==> config.mk <==
export PLATFORM = sky130hd
export DESIGN_NAME = ultrasonic_echo_ranger_core
export DESIGN_NICKNAME = d
export VERILOG_FILES = /design/src/rtl/uer_pkg.sv /design/src/rtl/uer_front.sv /design/src/rtl/uer_queue.sv /design/src/rtl/uer_back.sv /design/src/rtl/ultrasonic_echo_ranger_core.sv
export SDC_FILE = /design/constraint.sdc
export NUM_CORES = 2
export LEC_CHECK = 0
export ABC_AREA = 1
export BUFFER_PORTS_ARGS = -buffer_cell sky130_fd_sc_hd__buf_2
export CAP_MARGIN = 20
export CORE_UTILIZATION = 40
export DETAILED_ROUTE_END_ITERATION = 16
export PLACE_DENSITY_LB_ADDON = 0.2
export SLEW_MARGIN = 40
export SYNTH_ARGS = -nofsm -noshare
export SYNTH_HDL_FRONTEND = slang
export SYNTH_HIERARCHICAL = 1
export SYNTH_SLANG_ARGS = --single-unit
==> constraint.sdc <==
create_clock -name clk -period 7.2 [get_ports clk]
set_input_delay 0.72 -clock clk [delete_from_list [all_inputs] [get_ports clk]]
set_output_delay 0.72 -clock clk [all_outputs]
set_load 0.005 [all_outputs]
==> src/rtl/uer_pkg.sv <==
// Shared types and constants for the ultrasonic echo ranger.
package uer_pkg;

    // Event codes carried on the kind field
    localparam logic [1:0] KIND_TRIGGER = 2'd0;
    localparam logic [1:0] KIND_RISE    = 2'd1;
    localparam logic [1:0] KIND_FALL    = 2'd2;
    localparam logic [1:0] KIND_POLL    = 2'd3;

    localparam int unsigned STAMP_W = 32;
    localparam int unsigned LIMIT_W = 16;
    localparam int unsigned RANGE_W = 23;

    localparam logic [LIMIT_W-1:0] LIMIT_RESET = 16'd30;

    // Speed of sound numerator: range = (width * 343 mod 2^32) / 2000
    localparam logic [8:0] SPEED_NUM = 9'd343;

    // /2000 is done as >>4 then /125; /125 is a reciprocal multiply,
    // exact for every 28-bit dividend (error term 7 * 2^28 < 2^35).
    localparam int unsigned PRE_SHIFT   = 4;
    localparam int unsigned DIVIDEND_W  = STAMP_W - PRE_SHIFT;
    localparam int unsigned RECIP_W     = 29;
    localparam int unsigned RECIP_SHIFT = 35;
    localparam int unsigned QUOT_W      = 22;
    localparam int unsigned RECIP_PROD_W = DIVIDEND_W + RECIP_W;
    localparam logic [RECIP_W-1:0] RECIP_MULT = 29'd274877907;

    // One classified event, as handed from the front to the back
    typedef struct packed {
        logic               fire;
        logic               busy;
        logic               fresh;
        logic               good;
        logic [STAMP_W-1:0] width;
    } rec_t;

endpackage

==> src/rtl/uer_front.sv <==
// Front end: accepts events, keeps measurement state and classifies each event.
module uer_front (
    input  logic                          clk,
    input  logic                          rst_n,
    input  logic                          accept,
    input  logic [1:0]                    kind,
    input  logic [uer_pkg::STAMP_W-1:0]   time_us,
    input  logic [uer_pkg::STAMP_W-1:0]   time_ms,
    input  logic                          cfg_write,
    input  logic [uer_pkg::LIMIT_W-1:0]   cfg_data,
    output uer_pkg::rec_t                 rec
);
    import uer_pkg::*;

    logic               running_reg, running_next;
    logic               rise_seen_reg, rise_seen_next;
    logic               result_new_reg, result_new_next;
    logic               result_valid_reg, result_valid_next;
    logic [STAMP_W-1:0] width_reg, width_next;
    logic [STAMP_W-1:0] rise_stamp_reg, rise_stamp_next;
    logic [STAMP_W-1:0] start_stamp_reg, start_stamp_next;
    logic [LIMIT_W-1:0] limit_reg;
    logic [STAMP_W-1:0] elapsed_ms;
    logic               fire;

    assign elapsed_ms = time_ms - start_stamp_reg;

    always_comb
    begin
        running_next      = running_reg;
        rise_seen_next    = rise_seen_reg;
        result_new_next   = result_new_reg;
        result_valid_next = result_valid_reg;
        width_next        = width_reg;
        rise_stamp_next   = rise_stamp_reg;
        start_stamp_next  = start_stamp_reg;
        fire              = 1'b0;
        unique case (kind)
            KIND_TRIGGER:
            begin
                if (!running_reg)
                begin
                    running_next      = 1'b1;
                    rise_seen_next    = 1'b0;
                    result_new_next   = 1'b0;
                    result_valid_next = 1'b0;
                    width_next        = '0;
                    start_stamp_next  = time_ms;
                    fire              = 1'b1;
                end
            end
            KIND_RISE:
            begin
                if (running_reg && !rise_seen_reg)
                begin
                    rise_stamp_next = time_us;
                    rise_seen_next  = 1'b1;
                end
            end
            KIND_FALL:
            begin
                if (running_reg && rise_seen_reg)
                begin
                    width_next        = time_us - rise_stamp_reg;
                    result_valid_next = 1'b1;
                    running_next      = 1'b0;
                    result_new_next   = 1'b1;
                end
            end
            KIND_POLL:
            begin
                if (running_reg && (elapsed_ms > {{(STAMP_W-LIMIT_W){1'b0}}, limit_reg}))
                begin
                    running_next      = 1'b0;
                    result_valid_next = 1'b0;
                    result_new_next   = 1'b1;
                end
            end
            default:
            begin
                fire = 1'b0;
            end
        endcase
    end

    assign rec.fire  = fire;
    assign rec.busy  = running_next;
    assign rec.fresh = result_new_next;
    assign rec.good  = result_valid_next;
    assign rec.width = width_next;

    always_ff @(posedge clk or negedge rst_n)
    begin
        if (!rst_n)
        begin
            running_reg      <= 1'b0;
            rise_seen_reg    <= 1'b0;
            result_new_reg   <= 1'b0;
            result_valid_reg <= 1'b0;
            width_reg        <= '0;
            rise_stamp_reg   <= '0;
            start_stamp_reg  <= '0;
            limit_reg        <= LIMIT_RESET;
        end
        else
        begin
            if (accept)
            begin
                running_reg      <= running_next;
                rise_seen_reg    <= rise_seen_next;
                result_new_reg   <= result_new_next;
                result_valid_reg <= result_valid_next;
                width_reg        <= width_next;
                rise_stamp_reg   <= rise_stamp_next;
                start_stamp_reg  <= start_stamp_next;
            end
            if (cfg_write)
            begin
                limit_reg <= cfg_data;
            end
        end
    end

    // a finished result is never reported while a measurement runs
    a_fresh_not_busy: assert property (@(posedge clk) disable iff (!rst_n)
        !(result_new_reg && running_reg))
        else $error("result flagged new while still measuring");

    a_good_is_fresh: assert property (@(posedge clk) disable iff (!rst_n)
        result_valid_reg |-> result_new_reg)
        else $error("valid result without new flag");

    a_fire_starts: assert property (@(posedge clk) disable iff (!rst_n)
        (accept && rec.fire) |=> (running_reg && !rise_seen_reg && width_reg == '0))
        else $error("accepted trigger did not start a measurement");

endmodule

==> src/rtl/uer_queue.sv <==
// Short queue of classified events between the front and back ends.
module uer_queue #(
    parameter int unsigned DEPTH = 4
) (
    input  logic          clk,
    input  logic          rst_n,
    input  logic          push,
    input  uer_pkg::rec_t push_data,
    input  logic          pop,
    output uer_pkg::rec_t pop_data,
    output logic          full,
    output logic          not_empty
);
    import uer_pkg::*;

    localparam int unsigned PTR_W = (DEPTH > 1) ? $clog2(DEPTH) : 1;
    localparam int unsigned CNT_W = $clog2(DEPTH + 1);
    localparam logic [PTR_W-1:0] PTR_LAST = PTR_W'(DEPTH - 1);
    localparam logic [CNT_W-1:0] CNT_FULL = CNT_W'(DEPTH);

    rec_t             mem [DEPTH];
    logic [PTR_W-1:0] wr_ptr_reg, rd_ptr_reg;
    logic [CNT_W-1:0] count_reg, count_next;
    logic             do_pop;

    assign full      = (count_reg == CNT_FULL);
    assign not_empty = (count_reg != '0);
    assign pop_data  = mem[rd_ptr_reg];
    assign do_pop    = pop && not_empty;

    always_comb
    begin
        count_next = count_reg;
        if (push && !do_pop)
        begin
            count_next = count_reg + CNT_W'(1);
        end
        else if (do_pop && !push)
        begin
            count_next = count_reg - CNT_W'(1);
        end
    end

    always_ff @(posedge clk)
    begin
        if (push)
        begin
            mem[wr_ptr_reg] <= push_data;
        end
    end

    always_ff @(posedge clk or negedge rst_n)
    begin
        if (!rst_n)
        begin
            wr_ptr_reg <= '0;
            rd_ptr_reg <= '0;
            count_reg  <= '0;
        end
        else
        begin
            count_reg <= count_next;
            if (push)
            begin
                wr_ptr_reg <= (wr_ptr_reg == PTR_LAST) ? '0 : wr_ptr_reg + PTR_W'(1);
            end
            if (do_pop)
            begin
                rd_ptr_reg <= (rd_ptr_reg == PTR_LAST) ? '0 : rd_ptr_reg + PTR_W'(1);
            end
        end
    end

    a_count_bound: assert property (@(posedge clk) disable iff (!rst_n)
        count_reg <= CNT_FULL)
        else $error("queue count beyond depth");

    a_no_overflow: assert property (@(posedge clk) disable iff (!rst_n)
        push |-> !full)
        else $error("transfer into a full queue");

    a_no_underflow: assert property (@(posedge clk) disable iff (!rst_n)
        pop |-> not_empty)
        else $error("pop from an empty queue");

endmodule

==> src/rtl/uer_back.sv <==
// Back end: range arithmetic pipeline and output register.
module uer_back (
    input  logic                          clk,
    input  logic                          rst_n,
    input  logic                          q_valid,
    input  uer_pkg::rec_t                 q_data,
    output logic                          pop,
    output logic                          res_valid,
    input  logic                          res_stall,
    output logic                          fire_pulse,
    output logic                          busy_res,
    output logic                          fresh,
    output logic                          good,
    output logic [uer_pkg::STAMP_W-1:0]   echo_width_us,
    output logic signed [uer_pkg::RANGE_W-1:0] range_mm
);
    import uer_pkg::*;

    logic                    s1_vld_reg, s2_vld_reg, out_vld_reg;
    rec_t                    s1_rec_reg, s2_rec_reg, out_rec_reg;
    logic [STAMP_W-1:0]      prod_reg;
    logic [QUOT_W-1:0]       quot_reg;
    logic [RANGE_W-1:0]      range_reg;
    logic [STAMP_W+8:0]      prod_full;
    logic [RECIP_PROD_W-1:0] recip_prod;
    logic                    adv_out, adv2, adv1;

    assign adv_out = !out_vld_reg || !res_stall;
    assign adv2    = !s2_vld_reg || adv_out;
    assign adv1    = !s1_vld_reg || adv2;
    assign pop     = q_valid && adv1;

    // product wraps at 32 bits before the divide
    assign prod_full  = (STAMP_W+9)'(q_data.width) * (STAMP_W+9)'(SPEED_NUM);
    assign recip_prod = RECIP_PROD_W'(prod_reg[STAMP_W-1:PRE_SHIFT])
                        * RECIP_PROD_W'(RECIP_MULT);

    always_ff @(posedge clk or negedge rst_n)
    begin
        if (!rst_n)
        begin
            s1_vld_reg  <= 1'b0;
            s2_vld_reg  <= 1'b0;
            out_vld_reg <= 1'b0;
        end
        else
        begin
            if (adv1)
            begin
                s1_vld_reg <= q_valid;
            end
            if (adv2)
            begin
                s2_vld_reg <= s1_vld_reg;
            end
            if (adv_out)
            begin
                out_vld_reg <= s2_vld_reg;
            end
        end
    end

    always_ff @(posedge clk)
    begin
        if (adv1)
        begin
            s1_rec_reg <= q_data;
            prod_reg   <= prod_full[STAMP_W-1:0];
        end
        if (adv2)
        begin
            s2_rec_reg <= s1_rec_reg;
            quot_reg   <= recip_prod[RECIP_SHIFT +: QUOT_W];
        end
        if (adv_out)
        begin
            out_rec_reg <= s2_rec_reg;
            range_reg   <= s2_rec_reg.good ? {{(RANGE_W-QUOT_W){1'b0}}, quot_reg} : '1;
        end
    end

    assign res_valid     = out_vld_reg;
    assign fire_pulse    = out_rec_reg.fire;
    assign busy_res      = out_rec_reg.busy;
    assign fresh         = out_rec_reg.fresh;
    assign good          = out_rec_reg.good;
    assign echo_width_us = out_rec_reg.width;
    assign range_mm      = range_reg;

    a_pop_loads: assert property (@(posedge clk) disable iff (!rst_n)
        pop |=> s1_vld_reg)
        else $error("popped item lost at the first stage");

    a_s2_holds: assert property (@(posedge clk) disable iff (!rst_n)
        (s2_vld_reg && !adv2) |=> (s2_vld_reg && $stable(quot_reg)))
        else $error("blocked stage two changed");

    a_range_sign: assert property (@(posedge clk) disable iff (!rst_n)
        (out_vld_reg && out_rec_reg.good) |-> !range_reg[RANGE_W-1])
        else $error("valid range came out negative");

endmodule

==> src/rtl/ultrasonic_echo_ranger_core.sv <==
// Top level of the ultrasonic echo ranger: front end, queue and back end.
// Path: an event transferred into the queue then passes the s1, s2 and output
// registers of the back end before its result shows on the outputs.
// Throughput: one event per cycle while evt_stall is low; the queue (QUEUE_DEPTH entries) and the
// three back-end stages absorb output stalls before evt_stall rises.
// Reset: rst_n clears the front-end flags and stamps, the queue count and the stage valids;
// the timeout limit returns to 30 ms. No clearing pass is needed.
module ultrasonic_echo_ranger_core #(
    parameter int unsigned QUEUE_DEPTH = 4
) (
    input  logic                               clk,
    input  logic                               rst_n,
    input  logic                               evt_valid,
    output logic                               evt_stall,
    input  logic [1:0]                         kind,
    input  logic [uer_pkg::STAMP_W-1:0]        time_us,
    input  logic [uer_pkg::STAMP_W-1:0]        time_ms,
    input  logic                               cfg_valid,
    output logic                               cfg_ready,
    input  logic [uer_pkg::LIMIT_W-1:0]        cfg_data,
    output logic                               res_valid,
    input  logic                               res_stall,
    output logic                               fire_pulse,
    output logic                               busy_res,
    output logic                               fresh,
    output logic                               good,
    output logic [uer_pkg::STAMP_W-1:0]        echo_width_us,
    output logic signed [uer_pkg::RANGE_W-1:0] range_mm
);
    import uer_pkg::*;

    rec_t front_rec;
    rec_t q_data;
    logic accept;
    logic q_full;
    logic q_valid;
    logic pop;

    assign evt_stall = q_full;
    assign accept    = evt_valid && !evt_stall;
    assign cfg_ready = 1'b1;

    uer_front u_front (
        .clk       (clk),
        .rst_n     (rst_n),
        .accept    (accept),
        .kind      (kind),
        .time_us   (time_us),
        .time_ms   (time_ms),
        .cfg_write (cfg_valid && cfg_ready),
        .cfg_data  (cfg_data),
        .rec       (front_rec)
    );

    uer_queue #(
        .DEPTH (QUEUE_DEPTH)
    ) u_queue (
        .clk       (clk),
        .rst_n     (rst_n),
        .push      (accept),
        .push_data (front_rec),
        .pop       (pop),
        .pop_data  (q_data),
        .full      (q_full),
        .not_empty (q_valid)
    );

    uer_back u_back (
        .clk           (clk),
        .rst_n         (rst_n),
        .q_valid       (q_valid),
        .q_data        (q_data),
        .pop           (pop),
        .res_valid     (res_valid),
        .res_stall     (res_stall),
        .fire_pulse    (fire_pulse),
        .busy_res      (busy_res),
        .fresh         (fresh),
        .good          (good),
        .echo_width_us (echo_width_us),
        .range_mm      (range_mm)
    );

endmodule

==> run metrics <==
top_reg_cell synth edfxtp_1; Clock Skews 68.71 ps; fin worst setup slack 988.0 ps; Post-CTS Setup Repair Bufs 0; Worst Max-Slew Pin Slew 811.0 ps; asr flop ratio synth 27.94%; synth top area cells edfxtp_1, fa_1, ha_1, inv_1, nand2_1; io pins 149; first-pass GRT wire length 168.0 mm; Simple-Gate Fraction of Synth Area 16.22%; Placer Congestion 0.9347; max reg flops 144; leading cell types in the layout, fill and taps excluded inv_1, nand2_1, ha_1; final worst path period need 6212 ps; Tot GR Track Use 21.02%; Yosys top cell by area edfxtp_1; final setup violation count 0; r2r startpoint u_back/prod_reg[14]; clock transition at the registers of the reported paths 60 ps; Worst R2R Path Depth 21; Post-Syn Instances 4660; CP delay by family, top adder cells; H-tree levels 2; main combinational cell family by area after synthesis adder cells; top-area cell type share of the netlist area 23.98%; r2r setup slk 990 ps; CP max stage cell edfxtp_1; share of layout cells above drive strength 1 7.400%; #FFs+latches synth 451; initial antenna violation count 1; run status finished, final reports clean; count of pins over their slew limit 0; CTS Buf Count 54; placed cells 6122; cts hold-fix bufs 0; worst skew pair latency 660 ps; maximum fanout along the worst path 8; Total Wirelength 105.0 mm; TritonCTS clock tree built; Max stage delay on crit path 650 ps; Vias/cell 4.757; # rows 116; DRC viols 0; worst path cell trace ha_1 -> fa_1 -> inv_1 -> fa_1 -> fa_1 -> inv_1 -> fa_1 -> fa_1 -> inv_1 -> fa_1 -> inv_1 -> ha_1 -> nand2_1 -> nor2_1 -> nand3_1 -> nor2_1 -> nand2_1 -> nand3b_1 -> nand3_1 -> nand3_1 -> nand2_1; Remaining Overflow, GRT 0; Worst EP required 7610 ps; Mapped Area 40690 sq um; die height 321.0 um; Synth Area in XOR/XNOR 1.377%; diode count 0; Worst setup SP type register; commonest non-fill, non-tap cell in the layout inv_1; Initial Util 40.52%; clk root buf clkbuf_16; post-synthesis adder-cell area fraction 31.97%; Achievable Freq 161.0 MHz; largest net degree at the start of global routing 79; Area Overhead vs Synth 9.978%; die area 103000 sq um; core area 100400 sq um; sequential fraction of the synthesis area 31.74%; Ys Warns 6; TritonCTS Sinks 451; crit path from u_back/prod_reg[14]; DRT antenna net count 0; Max Buffers Root-to-Sink 3; final net count 5736; DP HPWL 86.69 mm; design area 44750 sq um; Post-Layout Cell Count 6222; routed via count 29600; mux cell area share after synthesis 0.02767%; Min-Delay Path Class input pin to async pin; FF-to-FF End u_back/quot_reg[4]; initial detailed-routing violation count 1617; syn_nets 5575; Post-DP Area 42950 sq um; Relative slew margins 45.93%; vias in the first global route 30650; Avg WL per Cell 16.88 um; length of the first detailed-routing pass in iterations 8; number of synthesized flops with an enable pin 325; fill count 10070; Synth Area per Inst 8.732 sq um; Top cell by count, worst path fa_1; chip width 321.0 um; Sum Neg Setup Slack 0 ps; CTS resizes 0; worst path arrival time 6620 ps; Buf/Inv on CP 4; Crit Path Class register to register; Synth Area in Compound Gates 7.140%; Max Cap Violations 0; Worst Setup End Kind register; Place WS 944.0 ps; port bufs 147; Final Hold Viols 0; period utilization 86.28%; RSZ-0062 raised after global routing false; Yosys cell types 52
==> cells by family (layout without fill, tap and decap cells) <==
family,after synthesis,in the layout
AO/OA/AOI/OAI,508,508
buffers and inverters,1213,1418
AND/OR/NAND/NOR,1594,1594
XOR/XNOR,64,64
other,1,1
multiplexers,1,1
adder cells (fa/ha/maj),828,828
flip-flops,451,451
==> worst max-delay path by stage <==
stage / end / slack [ps] / cells after the start
6_report: u_back/quot_reg[4] / 990 / 21
5_1_grt: u_back/quot_reg[9] / 590 / 24
4_1_cts: u_back/quot_reg[7] / 930 / 22
3_5_place_dp: u_back/quot_reg[4] / 940 / 21
3_3_place_gp: u_back/quot_reg[4] / 950 / 21
2_1_floorplan: u_back/quot_reg[18] / 1540 / 24
==> per-layer routing <==
layer / global-route usage [%] / share of wire [%]
met5: 0 / 0
met4: 6.614 / 3.1
met3: 2.216 / 3.1
met2: 37.77 / 50
met1: 26.32 / 44
==> cell usage after synthesis (all sizes together), types with 11 or more instances <==
| cell | number |
|---|---|
| a21o | 12 |
| xnor2 | 19 |
| a21oi | 177 |
| buf | 33 |
| nand2 | 1118 |
| nand3 | 123 |
| dfrtp | 122 |
| nor2 | 232 |
| inv | 1149 |
| o211ai | 77 |
| fa | 353 |
| xor2 | 45 |
| nand4 | 36 |
| clkbuf | 30 |
| o21ai | 195 |
| nor3 | 32 |
| o21bai | 23 |
| edfxtp | 325 |
| and2 | 11 |
| ha | 475 |
| or2 | 30 |
==> metrics by stage <==
stage / utilization [%] / hold slack, ps
after detailed placement: 42.76 / 404.5
after floorplan: - / 400.3
after global placement: 42.76 / 402.1
final: 44.56 / 16.95
after CTS: 44.55 / 14.89
after global routing: 44.56 / 51.15
==> cell type report <==
type / count / area [sq um] / area share [%]
Tap cell: 1357 / 1698 / 3.794
Inverter: 1150 / 4318 / 9.648
Timing Repair Buffer: 168 / 907.1 / 2.027
Sequential cell: 451 / 12920 / 28.87
Clock buffer: 67 / 1420 / 3.173
Clock inverter: 33 / 379.1 / 0.8471
Multi-Input combinational cell: 2996 / 23110 / 51.64
Power is left out: the tool's default activity adds up to more than one toggle a clock period on the data nets, which glitch-free logic cannot reach.
